**config.mk**
```make
export PLATFORM = sky130hd
export DESIGN_NAME = multi_channel_phase_dimmer_unit_flat
export DESIGN_NICKNAME = d
export VERILOG_FILES = /design/src/rtl/mcpd_pkg.sv /design/src/rtl/mcpd_item_if.sv /design/src/rtl/mcpd_result_if.sv /design/src/rtl/mcpd_ram.sv /design/src/rtl/mcpd_ctrl.sv /design/src/rtl/multi_channel_phase_dimmer_unit.sv /design/src/flat_wrapper.sv
export VERILOG_INCLUDE_DIRS = /design/src /design/src/rtl
export SDC_FILE = /design/constraint.sdc
export NUM_CORES = 1
export LEC_CHECK = 0
export ABC_AREA = 1
export BUFFER_PORTS_ARGS = -buffer_cell sky130_fd_sc_hd__buf_2
export CORE_MARGIN = 5
export CORE_UTILIZATION = 55
export CTS_CLUSTER_DIAMETER = 150
export DETAILED_ROUTE_END_ITERATION = 6
export PLACE_DENSITY = 0.76
export SYNTH_ARGS = -nofsm -noshare
export SYNTH_HDL_FRONTEND = slang
export SYNTH_SLANG_ARGS = --single-unit
```
**constraint.sdc**
```tcl
create_clock -name i_clk -period 2.61 [get_ports i_clk]
set_clock_uncertainty 0.2 [all_clocks]
set_input_delay 0.261 -clock i_clk [delete_from_list [all_inputs] [get_ports i_clk]]
set_output_delay 0.261 -clock i_clk [all_outputs]
set_load 0.05 [all_outputs]
```
**src/rtl/multi_channel_phase_dimmer_unit_macros.svh**
```systemverilog
// Assertion helpers shared by the dimmer RTL.
// All checks run on i_clk and are off while i_rst_n is low.
`ifndef MULTI_CHANNEL_PHASE_DIMMER_UNIT_MACROS_SVH
`define MULTI_CHANNEL_PHASE_DIMMER_UNIT_MACROS_SVH

// same-cycle implication
`define MCPD_ASSERT_IMP(lbl, ante, cons) \
    lbl: assert property (@(posedge i_clk) disable iff (!i_rst_n) (ante) |-> (cons)) \
        else $error("mcpd assertion failed");

// next-cycle implication
`define MCPD_ASSERT_NXT(lbl, ante, cons) \
    lbl: assert property (@(posedge i_clk) disable iff (!i_rst_n) (ante) |=> (cons)) \
        else $error("mcpd assertion failed");

`endif

```
**src/rtl/mcpd_pkg.sv**
```systemverilog
`default_nettype none

package mcpd_pkg;

    localparam int CHANNELS  = 8;
    localparam int OFF_DELAY = 128;
    localparam int ON_DELAY  = 0;
    localparam int LEVEL_TOP = 255;

    localparam int CFG_W   = 4;
    localparam int KIND_W  = 2;
    localparam int CH_W    = 3;
    localparam int LEVEL_W = 8;
    localparam int GATES_W = 8;
    localparam int DELAY_W = 8;

    // RAM address, and a count that can hold CHANNELS itself
    localparam int AW    = (CHANNELS > 1) ? $clog2(CHANNELS) : 1;
    localparam int CNT_W = $clog2(CHANNELS + 1);
    // common width for channel/count compares
    localparam int CMP_W = 6;
    localparam int SHOW  = (CHANNELS < GATES_W) ? CHANNELS : GATES_W;

    localparam int SPAN_MAG = (ON_DELAY > OFF_DELAY) ? (ON_DELAY - OFF_DELAY)
                                                     : (OFF_DELAY - ON_DELAY);

    typedef enum logic [KIND_W-1:0] {
        K_TICK = 2'd0,
        K_ZERO = 2'd1,
        K_SET  = 2'd2
    } t_kind;

    typedef enum logic [1:0] {
        S_IDLE,
        S_WALK,
        S_DONE
    } t_state;

    typedef struct packed {
        logic               we;
        logic [AW-1:0]      waddr;
        logic [DELAY_W-1:0] wdata;
        logic [AW-1:0]      raddr;
    } t_ram_req;

    typedef struct packed {
        logic               valid;
        logic [GATES_W-1:0] gates;
        logic               bad;
    } t_result;

    function automatic logic [CNT_W-1:0] in_use(input logic [CFG_W-1:0] cfg);
        logic [CFG_W:0] a;
        a = {1'b0, cfg};
        if (a < (CFG_W+1)'(CHANNELS))
            return CNT_W'(a);
        else
            return CNT_W'(CHANNELS);
    endfunction

    // OFF + level*(ON-OFF)/255, truncated toward zero, clamped to [ON, OFF].
    // x/255 for x < 65535 is (x + (x>>8) + 1) >> 8.
    function automatic logic [DELAY_W-1:0] level_to_delay(input logic [LEVEL_W-1:0] level);
        logic [15:0]       p;
        logic [16:0]       s;
        logic [7:0]        q;
        logic signed [9:0] v;
        p = 16'(level) * 16'(SPAN_MAG);
        s = {1'b0, p} + 17'(p[15:8]) + 17'd1;
        q = s[15:8];
        if (ON_DELAY > OFF_DELAY)
            v = 10'(OFF_DELAY) + $signed({2'b00, q});
        else
            v = 10'(OFF_DELAY) - $signed({2'b00, q});
        if (v >= 10'(OFF_DELAY))
            return DELAY_W'(OFF_DELAY);
        else if (v <= 10'(ON_DELAY))
            return DELAY_W'(ON_DELAY);
        else
            return v[DELAY_W-1:0];
    endfunction

endpackage

`default_nettype wire

```
**src/rtl/mcpd_item_if.sv**
```systemverilog
`default_nettype none

interface mcpd_item_if;
    import mcpd_pkg::*;

    logic               valid;
    logic               ready;
    logic [KIND_W-1:0]  kind;
    logic [CH_W-1:0]    channel;
    logic [LEVEL_W-1:0] level;

    modport source (output valid, output kind, output channel, output level, input ready);
    modport sink   (input valid, input kind, input channel, input level, output ready);
endinterface

`default_nettype wire

```
**src/rtl/mcpd_result_if.sv**
```systemverilog
`default_nettype none

interface mcpd_result_if;
    import mcpd_pkg::*;

    logic               valid;
    logic               ready;
    logic [GATES_W-1:0] gates;
    logic               bad_channel;

    modport source (output valid, output gates, output bad_channel, input ready);
    modport sink   (input valid, input gates, input bad_channel, output ready);
endinterface

`default_nettype wire

```
**src/rtl/mcpd_ram.sv**
```systemverilog
`default_nettype none

module mcpd_ram #(
    parameter int DEPTH = 8,
    parameter int WIDTH = 8,
    parameter int ADDR_W = 3
) (
    input  wire logic              i_clk,
    input  wire logic              i_we,
    input  wire logic [ADDR_W-1:0] i_waddr,
    input  wire logic [WIDTH-1:0]  i_wdata,
    input  wire logic [ADDR_W-1:0] i_raddr,
    output logic      [WIDTH-1:0]  o_rdata
);

    logic [WIDTH-1:0] r_mem [DEPTH];

    always_ff @(posedge i_clk) begin
        if (i_we) begin
            r_mem[i_waddr] <= i_wdata;
        end
        o_rdata <= r_mem[i_raddr];
    end

endmodule

`default_nettype wire

```
**src/rtl/mcpd_ctrl.sv**
```systemverilog
`default_nettype none
`include "multi_channel_phase_dimmer_unit_macros.svh"

module mcpd_ctrl (
    input  wire logic                        i_clk,
    input  wire logic                        i_rst_n,
    mcpd_item_if.sink                        i_item,
    input  wire logic [mcpd_pkg::CNT_W-1:0]  i_n_use,
    output mcpd_pkg::t_ram_req               o_ram,
    input  wire logic [mcpd_pkg::DELAY_W-1:0] i_rdata,
    output mcpd_pkg::t_result                o_res,
    input  wire logic                        i_take
);
    import mcpd_pkg::*;

    t_state               r_state, n_state;
    logic [7:0]           r_counter;
    logic [CHANNELS-1:0]  r_wait;
    logic [CHANNELS-1:0]  r_gate;
    logic [CHANNELS-1:0]  r_dvalid;   // delay entry written since reset
    logic [CNT_W-1:0]     r_idx;
    logic [AW-1:0]        r_pidx;
    logic                 r_pend;
    logic                 r_bad;

    logic                 acc;
    logic                 set_ok;
    logic [AW-1:0]        set_addr;
    logic [DELAY_W-1:0]   cur_delay;
    logic                 fire;

    assign acc       = i_item.valid && i_item.ready;
    assign set_addr  = AW'(i_item.channel);
    assign set_ok    = CMP_W'(i_item.channel) < CMP_W'(i_n_use);
    assign cur_delay = r_dvalid[r_pidx] ? i_rdata : DELAY_W'(OFF_DELAY);
    assign fire      = r_pend && (CMP_W'(r_pidx) < CMP_W'(i_n_use)) && r_wait[r_pidx]
                       && (cur_delay <= r_counter) && (cur_delay != DELAY_W'(OFF_DELAY));

    always_comb begin
        o_ram.we    = acc && (t_kind'(i_item.kind) == K_SET) && set_ok;
        o_ram.waddr = set_addr;
        o_ram.wdata = level_to_delay(i_item.level);
        o_ram.raddr = r_idx[AW-1:0];
    end

    always_comb begin
        o_res.valid = (r_state == S_DONE);
        o_res.gates = GATES_W'(r_gate[SHOW-1:0]);
        o_res.bad   = r_bad;
    end

    always_comb begin
        i_item.ready = (r_state == S_IDLE);
        n_state = r_state;
        case (r_state)
            S_IDLE: begin
                if (acc) begin
                    n_state = (t_kind'(i_item.kind) == K_TICK) ? S_WALK : S_DONE;
                end
            end
            S_WALK: begin
                if (r_pend && (CNT_W'(r_pidx) == CNT_W'(CHANNELS - 1))) begin
                    n_state = S_DONE;
                end
            end
            S_DONE: begin
                if (i_take) begin
                    n_state = S_IDLE;
                end
            end
            default: n_state = S_IDLE;
        endcase
    end

    always_ff @(posedge i_clk) begin
        if (!i_rst_n) begin
            r_state <= S_IDLE;
        end else begin
            r_state <= n_state;
        end
    end

    always_ff @(posedge i_clk) begin
        if (!i_rst_n) begin
            r_counter <= '0;
            r_wait    <= '0;
            r_gate    <= '0;
            r_dvalid  <= '0;
            r_idx     <= '0;
            r_pidx    <= '0;
            r_pend    <= 1'b0;
            r_bad     <= 1'b0;
        end else begin
            if (r_state == S_IDLE && acc) begin
                r_bad  <= 1'b0;
                r_idx  <= '0;
                r_pend <= 1'b0;
                case (t_kind'(i_item.kind))
                    K_TICK: begin
                        if (r_counter != 8'hFF) begin
                            r_counter <= r_counter + 8'd1;
                        end
                    end
                    K_ZERO: begin
                        r_counter <= '0;
                        for (int i = 0; i < CHANNELS; i++) begin
                            if (CMP_W'(i) < CMP_W'(i_n_use)) begin
                                r_gate[i] <= 1'b0;
                                r_wait[i] <= 1'b1;
                            end
                        end
                    end
                    K_SET: begin
                        if (set_ok) begin
                            r_dvalid[set_addr] <= 1'b1;
                        end else begin
                            r_bad <= 1'b1;
                        end
                    end
                    default: ;
                endcase
            end
            if (r_state == S_WALK) begin
                // read issued here, data and compare follow in the next cycle
                if (r_idx < CNT_W'(CHANNELS)) begin
                    r_idx  <= r_idx + 1'b1;
                    r_pidx <= r_idx[AW-1:0];
                    r_pend <= 1'b1;
                end else begin
                    r_pend <= 1'b0;
                end
                if (fire) begin
                    r_gate[r_pidx] <= 1'b1;
                    r_wait[r_pidx] <= 1'b0;
                end
            end
        end
    end

    `MCPD_ASSERT_NXT(a_zero_clears_counter, acc && t_kind'(i_item.kind) == K_ZERO, r_counter == 8'd0)
    `MCPD_ASSERT_NXT(a_tick_counts, acc && t_kind'(i_item.kind) == K_TICK && r_counter != 8'hFF, r_counter == $past(r_counter) + 8'd1)
    `MCPD_ASSERT_IMP(a_gate_rises_in_walk, (r_gate & ~$past(r_gate)) != '0, $past(r_state) == S_WALK)
    `MCPD_ASSERT_IMP(a_counter_stable_in_walk, r_state == S_WALK && $past(r_state) == S_WALK, $stable(r_counter))

endmodule

`default_nettype wire

```
**src/rtl/multi_channel_phase_dimmer_unit.sv**
```systemverilog
// Channel    Dir   Fields                          Accepted when
// i_item     in    kind[1:0] channel[2:0] level[7:0]  valid && ready
// o_result   out   gates[7:0] bad_channel          valid && ready
// i_cfg      in    active_outputs[3:0]             i_cfg_we high
//
// Tick item: handled by the walk over the delay RAM, one entry read per
// cycle, with the read data registered before the compare.
// Zero-cross, set-level and unused kinds skip the walk and go straight to the result.
// Reset is synchronous; delay entries read as OFF_DELAY until written,
// through per-entry valid flops, so there is no clearing pass.
// The output register frees the core while a result waits; the core stalls
// only when a second result is ready before the first is taken.
`default_nettype none
`include "multi_channel_phase_dimmer_unit_macros.svh"

module multi_channel_phase_dimmer_unit (
    input  wire logic                        i_clk,
    input  wire logic                        i_rst_n,
    mcpd_item_if.sink                        i_item,
    mcpd_result_if.source                    o_result,
    input  wire logic                        i_cfg_we,
    input  wire logic [mcpd_pkg::CFG_W-1:0]  i_cfg_wdata
);
    import mcpd_pkg::*;

    logic [CFG_W-1:0]   r_active;
    logic               r_out_valid;
    logic [GATES_W-1:0] r_out_gates;
    logic               r_out_bad;

    t_ram_req           ram_req;
    t_result            res;
    logic [DELAY_W-1:0] rdata;
    logic               take;

    assign take = !r_out_valid || o_result.ready;

    mcpd_ram #(
        .DEPTH (CHANNELS),
        .WIDTH (DELAY_W),
        .ADDR_W(AW)
    ) u_delay_ram (
        .i_clk  (i_clk),
        .i_we   (ram_req.we),
        .i_waddr(ram_req.waddr),
        .i_wdata(ram_req.wdata),
        .i_raddr(ram_req.raddr),
        .o_rdata(rdata)
    );

    mcpd_ctrl u_ctrl (
        .i_clk  (i_clk),
        .i_rst_n(i_rst_n),
        .i_item (i_item),
        .i_n_use(in_use(r_active)),
        .o_ram  (ram_req),
        .i_rdata(rdata),
        .o_res  (res),
        .i_take (take)
    );

    always_ff @(posedge i_clk) begin
        if (!i_rst_n) begin
            r_active <= CFG_W'(8);
        end else if (i_cfg_we) begin
            r_active <= i_cfg_wdata;
        end
    end

    always_ff @(posedge i_clk) begin
        if (!i_rst_n) begin
            r_out_valid <= 1'b0;
        end else if (res.valid && take) begin
            r_out_valid <= 1'b1;
        end else if (o_result.ready) begin
            r_out_valid <= 1'b0;
        end
    end

    always_ff @(posedge i_clk) begin
        if (res.valid && take) begin
            r_out_gates <= res.gates;
            r_out_bad   <= res.bad;
        end
    end

    assign o_result.valid       = r_out_valid;
    assign o_result.gates       = r_out_gates;
    assign o_result.bad_channel = r_out_bad;

    `MCPD_ASSERT_NXT(a_result_held, res.valid && !take, res.valid)
    `MCPD_ASSERT_NXT(a_result_loaded, res.valid && take, r_out_valid)
    `MCPD_ASSERT_NXT(a_out_hold, r_out_valid && !o_result.ready, r_out_valid && $stable(r_out_gates))

endmodule

`default_nettype wire
```
**src/flat_wrapper.sv**
```systemverilog
// flat-port wrapper written by rule: the top's interface ports become plain ports
module multi_channel_phase_dimmer_unit_flat import mcpd_pkg::*;
  (i_clk, i_rst_n, i_cfg_we, i_cfg_wdata, i_item_valid, i_item_kind, i_item_channel, i_item_level, i_item_ready, o_result_valid, o_result_gates, o_result_bad_channel, o_result_ready);
  mcpd_item_if i_item_i ();
  mcpd_result_if o_result_i ();
  input  wire logic i_clk;
  input  wire logic i_rst_n;
  input  wire logic i_cfg_we;
  input  wire logic [mcpd_pkg::CFG_W-1:0] i_cfg_wdata;
  input wire logic [$bits(i_item_i.valid)-1:0] i_item_valid;
  input wire logic [$bits(i_item_i.kind)-1:0] i_item_kind;
  input wire logic [$bits(i_item_i.channel)-1:0] i_item_channel;
  input wire logic [$bits(i_item_i.level)-1:0] i_item_level;
  output wire logic [$bits(i_item_i.ready)-1:0] i_item_ready;
  output wire logic [$bits(o_result_i.valid)-1:0] o_result_valid;
  output wire logic [$bits(o_result_i.gates)-1:0] o_result_gates;
  output wire logic [$bits(o_result_i.bad_channel)-1:0] o_result_bad_channel;
  input wire logic [$bits(o_result_i.ready)-1:0] o_result_ready;
  assign i_item_i.valid = i_item_valid;
  assign i_item_i.kind = i_item_kind;
  assign i_item_i.channel = i_item_channel;
  assign i_item_i.level = i_item_level;
  assign i_item_ready = i_item_i.ready;
  assign o_result_valid = o_result_i.valid;
  assign o_result_gates = o_result_i.gates;
  assign o_result_bad_channel = o_result_i.bad_channel;
  assign o_result_i.ready = o_result_ready;
  multi_channel_phase_dimmer_unit u_core (.i_clk(i_clk), .i_rst_n(i_rst_n), .i_item(i_item_i), .o_result(o_result_i), .i_cfg_we(i_cfg_we), .i_cfg_wdata(i_cfg_wdata));
endmodule
```
After elaboration in Yosys (flattened, before gate mapping) --
Memory sizes are Yosys's and may differ from the RTL's. A register that Yosys moved wholly into a read port is not among the register bits. Index checks and enable logic that the tools add are counted. W data, S select, Z words.
Cells by class: $add $sub $neg 5, magnitude comparators 19, equality and inequality tests 11, muxes and demuxes 57, bitwise gates (word level) 4, reduce and logical (&&, ||, !) cells 23
Operators by type and width (count):
- $mux W8 | 14
- $mux W1 | 29
- $add A15 B7 Y16 | 1
- $add A16 B1 Y16 const B | 1
- $lt A3 B4 Y1 const A | 4
- $mux W4 | 4
- $ne A8 B8 Y1 const B | 2
- $or A8 B8 Y8 | 2
- $pmux W8 S2 | 1
- $logic_and A1 B1 Y1 | 12
- $ge A9 B9 Y1 const B | 1
- $le A9 B1 Y1 const B | 1
- $reduce_and A3 Y1 | 3
- $sub A8 B8 Y9 const A | 1
- $add A8 B1 Y8 const B | 1
- $and A8 B8 Y8 | 1
- $le A8 B8 Y1 | 1
- $lt A1 B4 Y1 const A | 2
- $lt A2 B4 Y1 const A | 2
- $lt A3 B4 Y1 | 2
- $lt A3 B4 Y1 const B | 2
- $lt A4 B4 Y1 const B | 2
- $mux W2 | 4
- $not A8 Y8 | 1
- other kinds (15) | 25
Storage, ports and cells: register bits 57, bits in writable memories 64, input bits 22, output and inout bits 11, word-level logic and storage cells 133, memories kept 1
Memory list:
- u_core.u_delay_ram.r_mem | words 8, width 8, rd ports 1, clocked after Yosys merged registers in 1, write ports 1, RTL line mcpd_ram.sv:16 | logic [WIDTH-1:0] r_mem [DEPTH];

Longest topological paths before layout --
depth after elaboration 10, mapped depth 21, mapped depth without buffers 20

By module --
A second synthesis with hierarchy kept.
Unflattened totals: cells, all modules 794, area, all modules 6502.5 um^2
By module, submodules not included:
- mcpd_ram | instances 1, cells each 303, area an instance 3050.4 um^2, sequential area each 2082.0 um^2
- mcpd_ctrl | instances 1, cells each 452, area an instance 2980.4 um^2, sequential area each 860.8 um^2
- multi_channel_phase_dimmer_unit | instances 1, cells each 39, area an instance 471.7 um^2, sequential area each 370.4 um^2

Least setup slack after synthesis --
Ideal clock, no wire load.
kind register to register, from reg u_core.r_active[3], to mem u_core.u_delay_ram.r_mem[6][0] (enable), setup time 0.383 ns, data arrival time 1.996 ns, path slack 0.031 ns, cell stages (with the launch flop) 12, path buffers 1, period minus slack after synthesis 2.579 ns, cell sequence dfxtp_1 inv_2 clkbuf_1 nand2_1 ha_1 o21ai_1 nand2_1 nand3_1 nand2_1 inv_1 nand2_1 nor3_1
Between the ends: word-level cells in the longest chain between the ends 6
Ends and longest elaborated chain:
- start: declaration | RTL line multi_channel_phase_dimmer_unit.sv:26 | logic [CFG_W-1:0] r_active;
- start signal: assignment | RTL line multi_channel_phase_dimmer_unit.sv:66 | r_active <= i_cfg_wdata;
- $lt A4 B4 Y1 | RTL line mcpd_pkg.sv:55 | if (a < (CFG_W+1)'(CHANNELS))
- $mux W4 * | RTL line mcpd_pkg.sv:55
- $lt A3 B4 Y1 * | RTL line mcpd_ctrl.sv:34 | assign set_ok = CMP_W'(i_item.channel) < CMP_W'(i_n_use);
- $logic_and A1 B1 Y1 * | RTL line mcpd_ctrl.sv:40 | o_ram.we = acc && (t_kind'(i_item.kind) == K_SET) && set_ok;
- $mux W1 * | RTL line mcpd_ram.sv:19 | if (i_we) begin
- $mux W1 (implied by the code) * | RTL line mcpd_ram.sv:20 | r_mem[i_waddr] <= i_wdata;
- end: declaration | RTL line mcpd_ram.sv:16
Mark *: on every way between the ends. The rest lies on a longest branch, timed or not.

Worst setup path in the final report --
from reg u_core.u_ctrl.r_pidx[0], to reg u_core.u_ctrl.r_wait[1]
Between the ends: word-level cells in the longest chain between the ends 8
Ends and longest elaborated chain:
- start: declaration | RTL line mcpd_ctrl.sv:22 | logic [AW-1:0] r_pidx;
- start signal: assignment | RTL line mcpd_ctrl.sv:127 | r_pidx <= r_idx[AW-1:0];
- $bmux W1 S3, or another cell as far along | RTL line mcpd_ctrl.sv:35 | assign cur_delay = r_dvalid[r_pidx] ? i_rdata : DELAY_W'(OFF_DELAY);
- $mux W1 (implied by the code) / $logic_and A1 B1 Y1 (equally long branches) | RTL line mcpd_ctrl.sv:35, mcpd_ctrl.sv:134
- $mux W8 / $mux W1 (equally long branches) | RTL line mcpd_ctrl.sv:35, mcpd_ctrl.sv:134
- $le A8 B8 Y1 / $demux W1 S3 (equally long branches) | RTL line mcpd_ctrl.sv:37, mcpd_ctrl.sv:134
- $logic_and A1 B1 Y1 / $not A8 Y8 (equally long branches)
- $logic_and A1 B1 Y1 / $and A8 B8 Y8 (equally long branches)
- $mux W8 * | RTL line mcpd_ctrl.sv:132 | if (fire) begin
- $mux W8 * | RTL line mcpd_ctrl.sv:123 | if (r_state == S_WALK) begin
- end signal: assignment | RTL line mcpd_ctrl.sv:86 | r_wait <= '0;
- end signal: indexed assignment | RTL line mcpd_ctrl.sv:109 | r_wait[i] <= 1'b1;
- end signal: indexed assignment | RTL line mcpd_ctrl.sv:134 | r_wait[r_pidx] <= 1'b0;
- end: declaration | RTL line mcpd_ctrl.sv:18 | logic [CHANNELS-1:0] r_wait;
Mark *: on every way between the ends. The rest lies on a longest branch, timed or not. The select of a mux whose other input is x is not followed. A chain may end at the register's enable or synchronous reset.

==> results.toml <==
[run_status]
status = "finished clean"

[global_routing]
grt_antenna_before_repair = 0
grt_overflow = 0
grt_first_pass_wirelength_mm = 21.7
grt_start_max_net_pins = 36
first_global_vias = 4741
grtUsageTotal_pct = 21.6

[placed_design]
port_buffers = 32
dp_hpwl_mm = 8.74
place_congestion = 0.878
dpl_cell_area_mm2 = 0.00646

[drt]
vias = 4840
ant_nets = 0
drt_pass1_iterations = 6
routed_wl_mm = 13.8
wl_per_cell_um = 15.2
vias_per_cell = 5.34
drcViolationCount = 0
drtIter0Drc = 318

[worst_setup_path]
crit_type = "reg -> reg"
r2r_start = "u_core.u_ctrl.r_pidx[0]"
worst_ep_arrival_time_ns = 2.82
cp-end-kind = "register"
crit_path_max_fanout = 8
r2r_cells = 19
r2r_setup_slack_ns = 0.02
required_ns = 2.84
start_kind = "register"
r2r_end = "u_core.u_ctrl.r_wait[1]"

[clock_network]
cts.sinks = 129
path_clk_slew_ns = 0.06
cts-root-buf = "clkbuf_8"
cts_tree = "done"
cts_buffers = 17
clk_latency_ns = 0.54
cts_max_level = 4
clockBufferDepth = 2

[synth]
syn_area_mm2 = 0.00600
yosys_warnings = 0
yosysTopAreaCellShare_pct = 36.5
synth.distinct_cells = 41
synth_nets = 705
synth_top_cell_by_area = "edfxtp_1"
synth.avg_cell_area_um2 = 8.98
synth_cells = 668
yosys_register_bits = 129
synth_area_leaders = "edfxtp_1 (37%), dfxtp_1 (19%), nor2_1 (6.6%), nand2_1 (6.5%), inv_1 (5.3%)"
seq_area_frac_synth_pct = 55.2

[flow_run]
cap_violations = 0

[worst_hold_path]
hold_depth = 3
worstHoldPathType = "in -> reg"
hold_end = "u_core.u_delay_ram.r_mem[4][7]"
min_from = "i_item_level[7]"

[final_layout]
num_antenna_cells = 0
mostFrequentLayoutCell = "nor2_1"
nNetsFinal = 790
final_area_mm2 = 0.00742
area_delta_synth_final_pct = 23.8
fillers = 782
final_cell_mix = "nor2_1 (103), nand2_1 (97), inv_1 (82), edfxtp_1 (73), dfxtp_1 (54)"
drive_gt1_share_pct = 20.8

[timing]
finalSetupViolations = 0
fin_hold_ws_ns = 0.0275
min_period_ns = 2.59
maxSlewViolCount = 0
rsz0062_at_grt = "true"
fin_crit_sh_pct = 99.2
tightest_slew_ns = 0.578
fmax_mhz = 386
slew_headroom_pct = 61.4
hold_viol_final = 0

[floorplanning]
die_x_um = 114
rows = 38
initial_utilization_pct = 55.8
dieArea_mm2 = 0.0131
io-pin-count = 33
core-area_mm2 = 0.0107
fp.dieH_um = 114

[power]
peakVddDrop_v = 0.000588
p_leak_uw = 0.00306
power_density_mw_per_mm2 = 659
repair_timing:
action | CTS | global route
endpoints found under the hold margin | 25 | 0
setup endpoints to repair | 16 | 55
pin swaps | 1 | 14
setup buffers | 0 | 6
hold buffers | 25 | 0
gates resized for setup | 1 | 29
cell type report:
cell class	instances	area (um^2)	area share [%]
inverter	94	364	4.90
clock buffer	18	418	5.63
timing repair buffer	86	682	9.18
sequential	129	3320	44.7
tap	140	175	2.36
multi-input combinational	425	2340	31.5
clock inverter	14	130	1.75
sequential cells by signal, summed over array words and instances (netlist names), 8 cells and up:
register / cells
u_core.o_result.gates: 8
u_core.u_ctrl.r_counter: 8
u_core.u_ctrl.r_dvalid: 8
u_core.u_ctrl.r_gate: 8
u_core.u_ctrl.r_wait: 8
u_core.u_delay_ram.o_rdata: 8
u_core.u_delay_ram.r_mem: 64
worst max-delay path, cell delays in order, from the launching register on:
cell	delay (ns)
dfxtp_4	0.37
inv_4	0.08
nand2_2	0.05
nand2_2	0.06
nand2_1	0.05
nand2_1	0.06
nand2_1	0.05
nand2_2	0.12
buf_6	0.12
nand2_4	0.05
ha_4	0.28
nand2_4	0.06
nor2_4	0.09
nand2_2	0.07
nor3_4	0.18
a21oi_2	0.08
nor2_8	0.25
nand3_2	0.13
nand2_1	0.08
inv_1	0.04
worst max-delay path by stage:
stage                            startpoint                              to  slack (ns)  depth (start not counted)
floorplan                u_core.r_active[3]  u_core.u_delay_ram.r_mem[6][0]        0.03                         11
global placement    u_core.u_ctrl.r_pidx[0]         u_core.u_ctrl.r_wait[0]        0.05                         18
detailed placement  u_core.u_ctrl.r_pidx[0]         u_core.u_ctrl.r_wait[4]       -0.06                         19
CTS                 u_core.u_ctrl.r_pidx[0]         u_core.u_ctrl.r_wait[4]       0.005                         19
global route        u_core.u_ctrl.r_pidx[0]         u_core.u_ctrl.r_wait[1]       -0.13                         19
finish              u_core.u_ctrl.r_pidx[0]         u_core.u_ctrl.r_wait[1]        0.02                         19
metrics by stage:
stage               utilization [%]  setup slack, ns  cells  total power [uW]  setup TNS (ns)
finish                         69.1           0.0197    906              4900               0
global route                   69.1           -0.126    906              5090           -1.27
CTS                            67.6          0.00476    900              4890               0
detailed placement             60.1          -0.0650    843              2690          -0.484
global placement               60.1           0.0466    843              2670               0
floorplan                         -           0.0311    668              2560               0
logic make-up (layout without fill, tap and decap cells):
family | Yosys count | after routing | share of synthesized area (%)
XOR/XNOR | 2 | 2 | 0.292
buffers and inverters | 114 | 212 | 7.47
AO/OA/AOI/OAI | 131 | 131 | 12.9
flip-flops | 129 | 129 | 55.2
AND/OR/NAND/NOR | 277 | 277 | 21.0
adder cells (fa/ha/maj) | 15 | 15 | 3.13
cell usage after synthesis, drive strengths merged:
library cell	number
o21ai	54
nand4	11
edfxtp	73
nor2	113
o22ai	8
o41ai	2
nand3	28
a211oi	3
ha	15
nand3b	2
clkinv	2
o31ai	1
buf	4
o211ai	1
o21a	3
a31oi	10
nand2	111
inv	92
or2	2
xor2	2
nor3	10
a21oi	45
dfxtp	56
o21bai	3
a2111oi	1
clkbuf	16
layer usage:
| metal | up-vias | wire, um | GRT usage (%) |
|---|---|---|---|
| met2 | 149 | 7200 | 37.7 |
| met1 | 2252 | 5450 | 24.4 |
| met4 | 0 | 323 | 9.66 |
| met5 | - | 0 | 0 |
| li1 | 2403 | - | - |
| met3 | 36 | 795 | 6.18 |
where the power goes:
part | switching, uW | leakage, uW | total (uW) | internal, uW
registers | 34.4 | 0.00111 | 2240 | 2210
clock network | 917 | 0.000267 | 2190 | 1270
logic | 305 | 0.00169 | 465 | 160
No activity file was read; power rests on OpenSTA's default activity.
